[src/hdl/rdtx_pkg.sv]
// ----------------------------------------------------------------------------
// rdtx_pkg
// Shared constants, command type and CRC-16 byte update.
// ----------------------------------------------------------------------------
package rdtx_pkg;

  localparam int MAX_REGISTERS = 125;

  localparam logic [7:0]  FUNC_READ_HOLDING   = 8'h03;
  localparam logic [15:0] CRC_INIT            = 16'hFFFF;
  localparam logic [15:0] CRC_POLY            = 16'hA001;
  localparam logic [7:0]  SLAVE_ADDRESS_RESET = 8'd1;
  localparam logic [15:0] TIMEOUT_RESET       = 16'd1000;

  // input actions
  localparam logic [1:0] ACT_START = 2'd0;
  localparam logic [1:0] ACT_BYTE  = 2'd1;
  localparam logic [1:0] ACT_TICK  = 2'd2;

  // result kinds; KIND_REQ in a command means a whole request frame
  localparam logic [1:0] KIND_REQ    = 2'd0;
  localparam logic [1:0] KIND_WORD   = 2'd1;
  localparam logic [1:0] KIND_STATUS = 2'd2;

  localparam logic [1:0] ST_OK      = 2'd0;
  localparam logic [1:0] ST_HEADER  = 2'd1;
  localparam logic [1:0] ST_CRC     = 2'd2;
  localparam logic [1:0] ST_TIMEOUT = 2'd3;

  // register indexes
  localparam logic REG_SLAVE_ADDRESS = 1'b0;
  localparam logic REG_TIMEOUT       = 1'b1;

  localparam int CMDQ_DEPTH = 4;
  localparam int CMDQ_AW    = $clog2(CMDQ_DEPTH);

  typedef struct packed {
    logic [1:0]  kind;
    logic [15:0] value;   // start register or data word
    logic [7:0]  addr;    // slave address of a request
    logic [6:0]  index;   // register count of a request or word index
    logic [1:0]  status;
  } cmd_t;

  typedef enum logic {BK_IDLE, BK_REQ} back_state_t;

  function automatic logic [15:0] crc_update(input logic [15:0] crc_in,
                                             input logic [7:0] b);
    logic [15:0] c;
    c = crc_in ^ {8'h00, b};
    for (int i = 0; i < 8; i++) begin
      if (c[0]) begin
        c = (c >> 1) ^ CRC_POLY;
      end else begin
        c = c >> 1;
      end
    end
    return c;
  endfunction

endpackage

[src/hdl/rdtx_front.sv]
// ----------------------------------------------------------------------------
// rdtx_front
// Accepts items, tracks the exchange and queues commands for the back end.
// ----------------------------------------------------------------------------
module rdtx_front import rdtx_pkg::*; (
  input  logic        clk,
  input  logic        rst,
  input  logic        push,
  output logic        full,
  input  logic [1:0]  action,
  input  logic [15:0] start_register,
  input  logic [6:0]  register_count,
  input  logic [7:0]  rx_byte,
  input  logic [7:0]  slave_address,
  input  logic [15:0] timeout_ticks,
  input  logic        q_full,
  output logic        q_push,
  output cmd_t        q_cmd
);

  logic        waiting, waiting_next;
  logic [7:0]  bytes_received, bytes_received_next;
  logic [7:0]  expected_length, expected_length_next;
  logic [15:0] running_crc, running_crc_next;
  logic        header_bad, header_bad_next;
  logic [7:0]  held_byte, held_byte_next;
  logic [7:0]  crc_low_byte, crc_low_byte_next;
  logic [15:0] elapsed_ticks, elapsed_ticks_next;

  logic        accept;
  logic [6:0]  cnt_c;
  logic [8:0]  p2;
  logic [8:0]  p1;
  logic [8:0]  n9;
  logic [7:0]  d;
  logic        in_body;

  assign full   = q_full;
  assign accept = push & ~q_full;

  assign p2      = {1'b0, bytes_received} + 9'd2;
  assign p1      = {1'b0, bytes_received} + 9'd1;
  assign n9      = {1'b0, expected_length};
  assign in_body = p2 < n9;
  assign d       = bytes_received - 8'd3;

  always_comb begin
    if (register_count == 7'd0) begin
      cnt_c = 7'd1;
    end else if (register_count > 7'(MAX_REGISTERS)) begin
      cnt_c = 7'(MAX_REGISTERS);
    end else begin
      cnt_c = register_count;
    end
  end

  always_comb begin
    waiting_next         = waiting;
    bytes_received_next  = bytes_received;
    expected_length_next = expected_length;
    running_crc_next     = running_crc;
    header_bad_next      = header_bad;
    held_byte_next       = held_byte;
    crc_low_byte_next    = crc_low_byte;
    elapsed_ticks_next   = elapsed_ticks;
    q_push               = 1'b0;
    q_cmd                = '0;
    if (accept) begin
      case (action)
        ACT_START: begin
          if (!waiting) begin
            q_push               = 1'b1;
            q_cmd.kind           = KIND_REQ;
            q_cmd.value          = start_register;
            q_cmd.addr           = slave_address;
            q_cmd.index          = cnt_c;
            waiting_next         = 1'b1;
            bytes_received_next  = 8'd0;
            expected_length_next = 8'd5 + {cnt_c, 1'b0};
            running_crc_next     = CRC_INIT;
            header_bad_next      = 1'b0;
            held_byte_next       = 8'd0;
            crc_low_byte_next    = 8'd0;
            elapsed_ticks_next   = 16'd0;
          end
        end
        ACT_BYTE: begin
          if (waiting) begin
            if (in_body) begin
              running_crc_next = crc_update(running_crc, rx_byte);
            end
            if (bytes_received == 8'd0 && rx_byte != slave_address) begin
              header_bad_next = 1'b1;
            end
            if (bytes_received == 8'd1 && rx_byte != FUNC_READ_HOLDING) begin
              header_bad_next = 1'b1;
            end
            bytes_received_next = bytes_received + 8'd1;
            if (bytes_received >= 8'd3 && in_body) begin
              if (!d[0]) begin
                held_byte_next = rx_byte;
              end else begin
                q_push      = 1'b1;
                q_cmd.kind  = KIND_WORD;
                q_cmd.value = {held_byte, rx_byte};
                q_cmd.index = d[7:1];
              end
            end else if (p2 == n9) begin
              crc_low_byte_next = rx_byte;
            end else if (p1 == n9) begin
              q_push     = 1'b1;
              q_cmd.kind = KIND_STATUS;
              if (header_bad) begin
                q_cmd.status = ST_HEADER;
              end else if ({rx_byte, crc_low_byte} != running_crc) begin
                q_cmd.status = ST_CRC;
              end else begin
                q_cmd.status = ST_OK;
              end
              waiting_next        = 1'b0;
              bytes_received_next = 8'd0;
            end
          end
        end
        ACT_TICK: begin
          if (waiting) begin
            if (elapsed_ticks >= timeout_ticks) begin
              q_push              = 1'b1;
              q_cmd.kind          = KIND_STATUS;
              q_cmd.status        = ST_TIMEOUT;
              waiting_next        = 1'b0;
              bytes_received_next = 8'd0;
            end else begin
              elapsed_ticks_next = elapsed_ticks + 16'd1;
            end
          end
        end
        default: begin
        end
      endcase
    end
  end

  always_ff @(posedge clk) begin
    if (rst) begin
      waiting         <= 1'b0;
      bytes_received  <= 8'd0;
      expected_length <= 8'd0;
      running_crc     <= CRC_INIT;
      header_bad      <= 1'b0;
      held_byte       <= 8'd0;
      crc_low_byte    <= 8'd0;
      elapsed_ticks   <= 16'd0;
    end else begin
      waiting         <= waiting_next;
      bytes_received  <= bytes_received_next;
      expected_length <= expected_length_next;
      running_crc     <= running_crc_next;
      header_bad      <= header_bad_next;
      held_byte       <= held_byte_next;
      crc_low_byte    <= crc_low_byte_next;
      elapsed_ticks   <= elapsed_ticks_next;
    end
  end

endmodule

[src/hdl/rdtx_cmdq.sv]
// ----------------------------------------------------------------------------
// rdtx_cmdq
// Short command queue between front and back end.
// ----------------------------------------------------------------------------
module rdtx_cmdq import rdtx_pkg::*; (
  input  logic clk,
  input  logic rst,
  input  logic q_push,
  input  cmd_t q_cmd,
  output logic q_full,
  input  logic q_pop,
  output logic q_empty,
  output cmd_t q_head
);

  cmd_t               mem [CMDQ_DEPTH];
  logic [CMDQ_AW-1:0] wr_ptr;
  logic [CMDQ_AW-1:0] rd_ptr;
  logic [CMDQ_AW:0]   fill;
  logic               do_push;
  logic               do_pop;

  assign q_full  = fill == (CMDQ_AW+1)'(CMDQ_DEPTH);
  assign q_empty = fill == '0;
  assign q_head  = mem[rd_ptr];
  assign do_push = q_push & ~q_full;
  assign do_pop  = q_pop & ~q_empty;

  always_ff @(posedge clk) begin
    if (do_push) begin
      mem[wr_ptr] <= q_cmd;
    end
  end

  always_ff @(posedge clk) begin
    if (rst) begin
      wr_ptr <= '0;
      rd_ptr <= '0;
      fill   <= '0;
    end else begin
      if (do_push) begin
        wr_ptr <= wr_ptr + 1'b1;
      end
      if (do_pop) begin
        rd_ptr <= rd_ptr + 1'b1;
      end
      if (do_push && !do_pop) begin
        fill <= fill + 1'b1;
      end else if (do_pop && !do_push) begin
        fill <= fill - 1'b1;
      end
    end
  end

endmodule

[src/hdl/rdtx_back.sv]
// ----------------------------------------------------------------------------
// rdtx_back
// Expands queued commands into result items; builds request frames and CRC.
// ----------------------------------------------------------------------------
module rdtx_back import rdtx_pkg::*; (
  input  logic        clk,
  input  logic        rst,
  input  logic        q_empty,
  input  cmd_t        q_head,
  output logic        q_pop,
  input  logic        pop,
  output logic        empty,
  output logic [1:0]  kind,
  output logic [15:0] value,
  output logic [6:0]  word_index,
  output logic [1:0]  status,
  output logic        last
);

  back_state_t state, state_next;
  cmd_t        cur, cur_next;
  logic [2:0]  idx, idx_next;
  logic [15:0] crc, crc_next;
  logic        out_valid;
  logic        advance;
  logic        emit;
  logic [7:0]  req_byte;
  logic [1:0]  o_kind;
  logic [15:0] o_value;
  logic [6:0]  o_index;
  logic [1:0]  o_status;
  logic        o_last;

  assign advance = ~out_valid | pop;
  assign empty   = ~out_valid;

  always_comb begin
    case (idx)
      3'd1:    req_byte = FUNC_READ_HOLDING;
      3'd2:    req_byte = cur.value[15:8];
      3'd3:    req_byte = cur.value[7:0];
      3'd5:    req_byte = {1'b0, cur.index};
      3'd6:    req_byte = crc[7:0];
      3'd7:    req_byte = crc[15:8];
      default: req_byte = 8'h00;
    endcase
  end

  always_comb begin
    state_next = state;
    cur_next   = cur;
    idx_next   = idx;
    crc_next   = crc;
    q_pop      = 1'b0;
    emit       = 1'b0;
    o_kind     = KIND_REQ;
    o_value    = 16'd0;
    o_index    = 7'd0;
    o_status   = ST_OK;
    o_last     = 1'b0;
    case (state)
      BK_IDLE: begin
        if (advance && !q_empty) begin
          q_pop = 1'b1;
          emit  = 1'b1;
          if (q_head.kind == KIND_REQ) begin
            o_value    = {8'h00, q_head.addr};
            crc_next   = crc_update(CRC_INIT, q_head.addr);
            cur_next   = q_head;
            idx_next   = 3'd1;
            state_next = BK_REQ;
          end else begin
            o_kind   = q_head.kind;
            o_value  = q_head.value;
            o_index  = q_head.index;
            o_status = q_head.status;
            o_last   = q_head.kind == KIND_STATUS;
          end
        end
      end
      BK_REQ: begin
        if (advance) begin
          emit    = 1'b1;
          o_value = {8'h00, req_byte};
          if (idx <= 3'd5) begin
            crc_next = crc_update(crc, req_byte);
          end
          idx_next = idx + 3'd1;
          if (idx == 3'd7) begin
            o_last     = 1'b1;
            state_next = BK_IDLE;
          end
        end
      end
      default: begin
        state_next = BK_IDLE;
      end
    endcase
  end

  always_ff @(posedge clk) begin
    if (rst) begin
      state     <= BK_IDLE;
      out_valid <= 1'b0;
      idx       <= 3'd0;
    end else begin
      state <= state_next;
      idx   <= idx_next;
      if (emit) begin
        out_valid <= 1'b1;
      end else if (pop) begin
        out_valid <= 1'b0;
      end
    end
  end

  always_ff @(posedge clk) begin
    cur <= cur_next;
    crc <= crc_next;
    if (emit) begin
      kind       <= o_kind;
      value      <= o_value;
      word_index <= o_index;
      status     <= o_status;
      last       <= o_last;
    end
  end

endmodule

[src/hdl/modbus_read_transaction.sv]
// ----------------------------------------------------------------------------
// modbus_read_transaction
// Modbus RTU master for read holding registers (function 3).
// ----------------------------------------------------------------------------
// An item is taken every cycle while full is low. Received bytes and ticks
// each give at most one result. A start gives eight request bytes, which the
// back end sends one per cycle while the output is popped, so a start holds
// the output side until its last byte is sent; the four-entry command queue
// lets the input side keep going meanwhile, and full rises only when that
// queue is full. Data words are provisional until the status item reports ok.
module modbus_read_transaction import rdtx_pkg::*; (
  input  logic        clk,
  input  logic        rst,
  input  logic        push,
  output logic        full,
  input  logic [1:0]  action,
  input  logic [15:0] start_register,
  input  logic [6:0]  register_count,
  input  logic [7:0]  rx_byte,
  input  logic        pop,
  output logic        empty,
  output logic [1:0]  kind,
  output logic [15:0] value,
  output logic [6:0]  word_index,
  output logic [1:0]  status,
  output logic        last,
  input  logic        psel,
  input  logic        penable,
  input  logic        pwrite,
  input  logic [2:0]  paddr,
  input  logic [31:0] pwdata,
  output logic [31:0] prdata,
  output logic        pready
);

  logic [7:0]  slave_address;
  logic [15:0] timeout_ticks;
  logic        q_push;
  logic        q_full;
  logic        q_pop;
  logic        q_empty;
  cmd_t        q_cmd;
  cmd_t        q_head;

  assign pready = 1'b1;

  always_ff @(posedge clk) begin
    if (rst) begin
      slave_address <= SLAVE_ADDRESS_RESET;
      timeout_ticks <= TIMEOUT_RESET;
    end else if (psel && penable && pwrite && pready) begin
      case (paddr[2])
        REG_SLAVE_ADDRESS: slave_address <= pwdata[7:0];
        REG_TIMEOUT:       timeout_ticks <= pwdata[15:0];
        default: begin
        end
      endcase
    end
  end

  always_comb begin
    case (paddr[2])
      REG_SLAVE_ADDRESS: prdata = {24'h000000, slave_address};
      REG_TIMEOUT:       prdata = {16'h0000, timeout_ticks};
      default:           prdata = 32'h00000000;
    endcase
  end

  rdtx_front u_front (
    .clk            (clk),
    .rst            (rst),
    .push           (push),
    .full           (full),
    .action         (action),
    .start_register (start_register),
    .register_count (register_count),
    .rx_byte        (rx_byte),
    .slave_address  (slave_address),
    .timeout_ticks  (timeout_ticks),
    .q_full         (q_full),
    .q_push         (q_push),
    .q_cmd          (q_cmd)
  );

  rdtx_cmdq u_cmdq (
    .clk     (clk),
    .rst     (rst),
    .q_push  (q_push),
    .q_cmd   (q_cmd),
    .q_full  (q_full),
    .q_pop   (q_pop),
    .q_empty (q_empty),
    .q_head  (q_head)
  );

  rdtx_back u_back (
    .clk        (clk),
    .rst        (rst),
    .q_empty    (q_empty),
    .q_head     (q_head),
    .q_pop      (q_pop),
    .pop        (pop),
    .empty      (empty),
    .kind       (kind),
    .value      (value),
    .word_index (word_index),
    .status     (status),
    .last       (last)
  );

endmodule

[config.mk]
export PLATFORM = sky130hd
export DESIGN_NAME = modbus_read_transaction
export DESIGN_NICKNAME = d
export VERILOG_FILES = /design/src/hdl/rdtx_pkg.sv /design/src/hdl/rdtx_front.sv /design/src/hdl/rdtx_cmdq.sv /design/src/hdl/rdtx_back.sv /design/src/hdl/modbus_read_transaction.sv
export SDC_FILE = /design/constraint.sdc
export NUM_CORES = 1
export LEC_CHECK = 0
export ABC_AREA = 1
export BUFFER_PORTS_ARGS = -buffer_cell sky130_fd_sc_hd__buf_2
export CORE_UTILIZATION = 65
export CTS_BUF_LIST = sky130_fd_sc_hd__clkbuf_8 sky130_fd_sc_hd__clkbuf_16
export DETAILED_ROUTE_END_ITERATION = 8
export PLACE_DENSITY = 0.86
export SYNTH_ARGS = -nofsm -noshare
export SYNTH_HDL_FRONTEND = slang
export SYNTH_SLANG_ARGS = --single-unit
[constraint.sdc]
create_clock -name clk -period 8.75 [get_ports clk]
set_clock_uncertainty 0.05 [all_clocks]
set_input_delay 0.4375 -clock clk [delete_from_list [all_inputs] [get_ports clk]]
set_output_delay 0.4375 -clock clk [all_outputs]
set_load 0.01 [all_outputs]
; After elaboration in Yosys (flattened, before gate mapping)
; Memories as Yosys holds them, arrays and structs flattened. A register that Yosys moved wholly into a read port is not among the register bits.
; Index checks and enable logic that the tools add are counted.
; Widths: inputs -> output; s select.
[op_classes]
n_bitwise = 38
magnitude_cmp = 5
add_sub_neg = 11
reduce_logical = 35
n_eq_ne = 31
mux = 204
[op_table]
columns = op, n
row1 = $mux 16, 107
row2 = $pmux 16 s2, 5
row3 = $mux 8, 15
row4 = $not 2->3, 24
row5 = $pmux 32 s2, 1
row6 = $pmux 8 s6, 1
row7 = $mux 35, 1
row8 = $mux 1, 34
row9 = $pmux 8 s2, 2
row10 = $xor 16x8->16, 2
row11 = $mux 31, 1
row12 = $mux 2, 14
row13 = $mux 7, 4
row14 = $pmux 8 s3, 1
row15 = $eq 9x8->1, 2
row16 = $mux 18, 1
row17 = $reduce_and 6->1, 3
row18 = $mux 17, 1
row19 = $add 16x1->16 const B, 1
row20 = $ge 16x16->1, 1
row21 = $ne 16x16->1, 1
row22 = $ne 2x1->1 const B, 8
row23 = $not 8->16, 1
row24 = $mux 3, 5
row25 = other kinds (45), 88
[word_totals]
register_bits = 169
wordCells = 349
output_inout_bits = 63
mem_bits_rw = 140
in_bits = 75
mem_count = 1
[mem_list]
columns = name, depth, word_bits, read_ports, rd_ports_with_merged_regs, write_ports, line_no
row1 = u_cmdq.mem, 4, 35, 1, 1, 1, rdtx_cmdq.sv:16  ; cmd_t mem [CMDQ_DEPTH];

; Depth between registers and ports, before layout
[depth]
depth_word = 48
mapped_depth = 25
mapped_depth_nobuf = 24

; Modules after synthesis
; Synthesis repeated with hierarchy kept, for this count alone.
[hier_totals]
cells_unflattened = 1942
hier_area_um2 = 16265.6
[modules_own_cells]
columns = mod, instances, area_each_um2, cells_each
row1 = rdtx_cmdq, 1, 5666.7, 408
row2 = rdtx_front, 1, 5575.3, 911
row3 = rdtx_back, 1, 3732.3, 420
row4 = modbus_read_transaction, 1, 1291.2, 203

; Worst setup path before layout
; OpenSTA, ideal clock, no wires.
[synth_timing]
path_kind = reg2reg
startpoint = register u_front.bytes_received[1]
endpoint = memory u_cmdq.mem[0][0] (netlist name), enable pin
arrival_ns = 3.671
path_stages_with_launch = 18
setup_ns = 0.427
path_buffers = 0
path_slack_ns = 4.601
path_cell_list = dfxtp_1 -> inv_1 -> nor2_4 -> xor2_1 -> inv_1 -> ha_1 -> a21o_1 -> nor2_1 -> nor2_2 -> nor2_4 -> nand3b_4 -> clkinv_2 -> nand2_4 -> nand3_1 -> nand3_2 -> nand2_2 -> inv_2 -> nor2_1
[synth_between]
elab_chain_len = 11
elab_cells_between_ends = 16
classes_between = add/sub: 2 / order compare: 2 / eq/ne: 2 / mux: 8 / bitwise: 1 / reduce/logical: 1
[synth_lines]
columns = item, line_no
row1 = from (decl), rdtx_front.sv:22  ; logic [7:0] bytes_received, bytes_received_next;
row2 = from (signal assigned), rdtx_front.sv:156  ; bytes_received <= bytes_received_next;
row3 = branches (longest 4 deep; another with $add 8x2->9), -
row4 = $mux 1 *, rdtx_front.sv:99  ; if (bytes_received >= 8'd3 && in_body) begin
row5 = $mux 1 *, rdtx_front.sv:88  ; if (waiting) begin
row6 = $pmux 1 s3 *, rdtx_front.sv:69  ; case (action)
row7 = $mux 1 *, rdtx_front.sv:68  ; if (accept) begin
row8 = $and 1x1->1 *, rdtx_cmdq.sv:26  ; assign do_push = q_push & ~q_full;
row9 = named net u_cmdq.do_push, rdtx_cmdq.sv:20  ; logic do_push;
row10 = $mux 1 *, rdtx_cmdq.sv:30  ; if (do_push) begin
row11 = $mux 1 (not written as such) *, rdtx_cmdq.sv:31  ; mem[wr_ptr] <= q_cmd;
row12 = to (decl), rdtx_cmdq.sv:16
; Mark *: on every way through the listed nets, which the timed path passes.

; Worst setup path in the final report
[layout_timing]
startpoint = register u_front.bytes_received[3]
endpoint = memory u_cmdq.mem[0][0] (netlist name), enable pin
; Same word-level chain as after synthesis.

==> results.json <==
{
  "io_buffer_count": 102,
  "core.rowCount": 56,
  "final_hold_viol_count": 0,
  "run_status": "finished clean",
  "vias": 12700,
  "place_hpwl_um": 26100,
  "rsz0062_at_grt": "no",
  "stdcell_area_um2": 17300,
  "synth_top_area_share_pct": 39.8,
  "finish.utilization_pct": 73.9,
  "cts_tree": "done",
  "wl_per_cell_um": 17.8,
  "power_density_nw_per_um2": 288,
  "required_ps": 8820,
  "setup_ws_ps": 4580,
  "setup_viol": 0,
  "p_seq_share_pct": 39.6,
  "wirelength_um": 38700,
  "finalSetupTns_ps": 0,
  "peakVddDrop_mv": 0.184,
  "synth.distinct_cells": 62,
  "ys_seq_area_share_pct": 53.2,
  "p_int_mw": 3.21,
  "grt_usage_pct": 31.7,
  "synthCells": 1759,
  "worstPathMaxFanout": 35,
  "synth_top_area_cell": "edfxtp_1",
  "relSlewSlack_pct": 22.1,
  "hold_class": "input pin to register",
  "die_width_um": 157,
  "ys.flop_type": "edfxtp_1",
  "grt_overflow": 0,
  "p_leak_nw": 7.17,
  "synth_edf_count": 207,
  "clockPowerShare_pct": 29.2,
  "cap_violations": 0,
  "place_area_um2": 16200,
  "syn_area_um2": 15600,
  "layout_common_cells": "nand2_1 (351), edfxtp_1 (207), nor2_1 (196), inv_1 (176), a21oi_1 (141)",
  "critPathLaunchType": "register",
  "postRouteAntennaNets": 0,
  "pre_cts_ws_ps": 4590,
  "crit_type": "register to register",
  "antenna_cells": 0,
  "synth_area_per_cell_um2": 8.87,
  "vias_per_cell": 5.82,
  "h-tree-depth": 2,
  "p_total_mw": 5.00,
  "drt_iter0_markers": 1257,
  "yosys_warnings": 0,
  "slew_violations": 0,
  "timing.fmax_mhz": 240,
  "yosys_register_bits": 311,
  "clkLatencyLatePin_ps": 520,
  "worstPathArrival_ps": 4250,
  "cts_post_setup_buffers_inserted": 0,
  "numCtsBuffers": 34,
  "area_growth_syn_to_layout_pct": 11.2,
  "critPathCaptureType": "register",
  "p_switching_mw": 1.78,
  "cts.clk_slew.worst_paths_ps": 60,
  "first_global_vias": 11700,
  "die_h_um": 157,
  "p_comb_share_pct": 31.1,
  "final_common_cell": "nand2_1",
  "finalNetCount": 1955,
  "swShare_pct": 35.7,
  "antenna_found_initial": 0,
  "worst_pin_slew_ps": 1170,
  "holdBufCountCts": 0,
  "start_util_pct": 66.5,
  "drive_above_1_share_pct": 12.9,
  "clock-sinks": 311,
  "io_pins": 138,
  "synthTopCellsByArea": "edfxtp_1 (40%), dfxtp_1 (13%), nand2_1 (8.4%)",
  "ctsLongestPathBuffers": 3,
  "grt_max_degree": 73,
  "min_period_over_period_pct": 47.7,
  "dr.pass1.iters": 7,
  "core_um2": 23500,
  "dieArea_um2": 24600,
  "grt_pass1_wl_um": 59800,
  "drc": 0,
  "synthArstFlopShare_pct": 0,
  "cts_resized": 0,
  "cts_root_buf": "clkbuf_16",
  "min_period_ps": 4170,
  "place.gp.congestion": 0.922
}
[power groups by stage]
stage | combinational (mW) | sequential, mW | clock, mW
2_1_floorplan | 1.06 | 2.02 | 0
6_report | 1.56 | 1.98 | 1.46
3_5_place_dp | 1.52 | 2.00 | 0
3_3_place_gp | 1.46 | 2.00 | 0
5_1_grt | 1.72 | 2.00 | 1.53
4_1_cts | 1.54 | 1.98 | 1.47
[state kept, by name, summed over array words and instances (netlist names), 2 cells and up, named ones only]
signal / count
u_back.idx: 3
u_front.expected_length: 8
u_back.status: 2
slave_address: 8
timeout_ticks: 16
u_front.bytes_received: 8
u_cmdq.mem: 140
u_front.crc_low_byte: 8
u_front.elapsed_ticks: 16
u_cmdq.rd_ptr: 2
u_back.word_index: 7
u_back.value: 16
u_cmdq.wr_ptr: 2
u_back.cur: 23
u_front.running_crc: 16
u_cmdq.fill: 3
u_back.crc: 16
u_front.held_byte: 8
u_back.kind: 2
[cells in the mapped netlist (7+ instances only)]
| cell type | n |
|---|---|
| a21oi_1 | 141 |
| buf_2 | 18 |
| buf_4 | 23 |
| clkbuf_1 | 33 |
| dfxtp_1 | 104 |
| edfxtp_1 | 207 |
| ha_1 | 46 |
| inv_1 | 172 |
| inv_2 | 8 |
| nand2_1 | 351 |
| nand2_2 | 7 |
| nand3_1 | 82 |
| nand4_1 | 9 |
| nor2_1 | 201 |
| nor2_2 | 9 |
| nor3_1 | 12 |
| nor4_1 | 8 |
| o211ai_1 | 12 |
| o21ai_0 | 139 |
| o21ai_1 | 8 |
| o221ai_1 | 7 |
| o22ai_1 | 14 |
| or2_2 | 23 |
| xnor2_1 | 15 |
| xor2_1 | 32 |
[final timing paths]
path | depth (start not counted) | endpoint | slack (ps) | start
setup / recovery | 18 | u_cmdq.mem[0][0] | 4580 | u_front.bytes_received[3]
hold / removal | 3 | timeout_ticks[8] | 80 | pwdata[8]
setup reg to reg | 18 | u_cmdq.mem[0][0] | 4580 | u_front.bytes_received[3]
hold reg to reg | 2 | u_front.held_byte[6] | 420 | u_front.held_byte[6]
[logic make-up (layout without fill, tap and decap cells)]
group	after synthesis	after routing	synth area share (%)
DFF	311	311	53.2
xor gates and xnor gates	48	48	2.74
other	2	17	0.0481
buffers and inverters	270	355	7.51
and+or+nand+nor	724	724	20.0
adders and majority gates	47	47	3.82
AOI/OAI and AO/OA	357	357	12.7
[layout make-up]
| cell class | count | area [um^2] |
|---|---|---|
| clock buffer | 40 | 945 |
| clock inverter | 22 | 224 |
| fill | 1666 | 6130 |
| inverter | 184 | 692 |
| multi-input combinational | 1193 | 6220 |
| sequential | 311 | 8300 |
| tap | 319 | 399 |
| timing repair buffer | 109 | 563 |
[metrics by stage]
stage	cells	hold slack, ps
after floorplan	1774	388
after global placement	2116	407
after detailed placement	2116	409
after CTS	2178	73.3
after global routing	2178	101
final	2178	83.8
[critical path, cell delays in order, from the launching register on]
cell and delay (ps):
dfxtp_1 660, nand2_2 150, nor2_4 150, nand3_1 100, xor2_1 160, ha_1 310, nand2_1 90, nor3_1 50
inv_1 70, nor2_1 40, nand2_1 50, nand2_1 60, nor2_2 170, nand4_4 210, nand3_1 140, nand3_2 130
nand2_2 150, inv_2 130, nor2_4 890
[per-layer routing]
| metal | global-route usage [%] | vias up | routed length (um) |
|---|---|---|---|
| li1 | - | 6031 | - |
| met1 | 40.3 | 5925 | 15200 |
| met2 | 54.3 | 605 | 18800 |
| met3 | 4.30 | 110 | 3150 |
| met4 | 13.6 | 0 | 1490 |
| met5 | 0 | - | 0 |
Note: power is estimated with default switching activity, not from simulation.
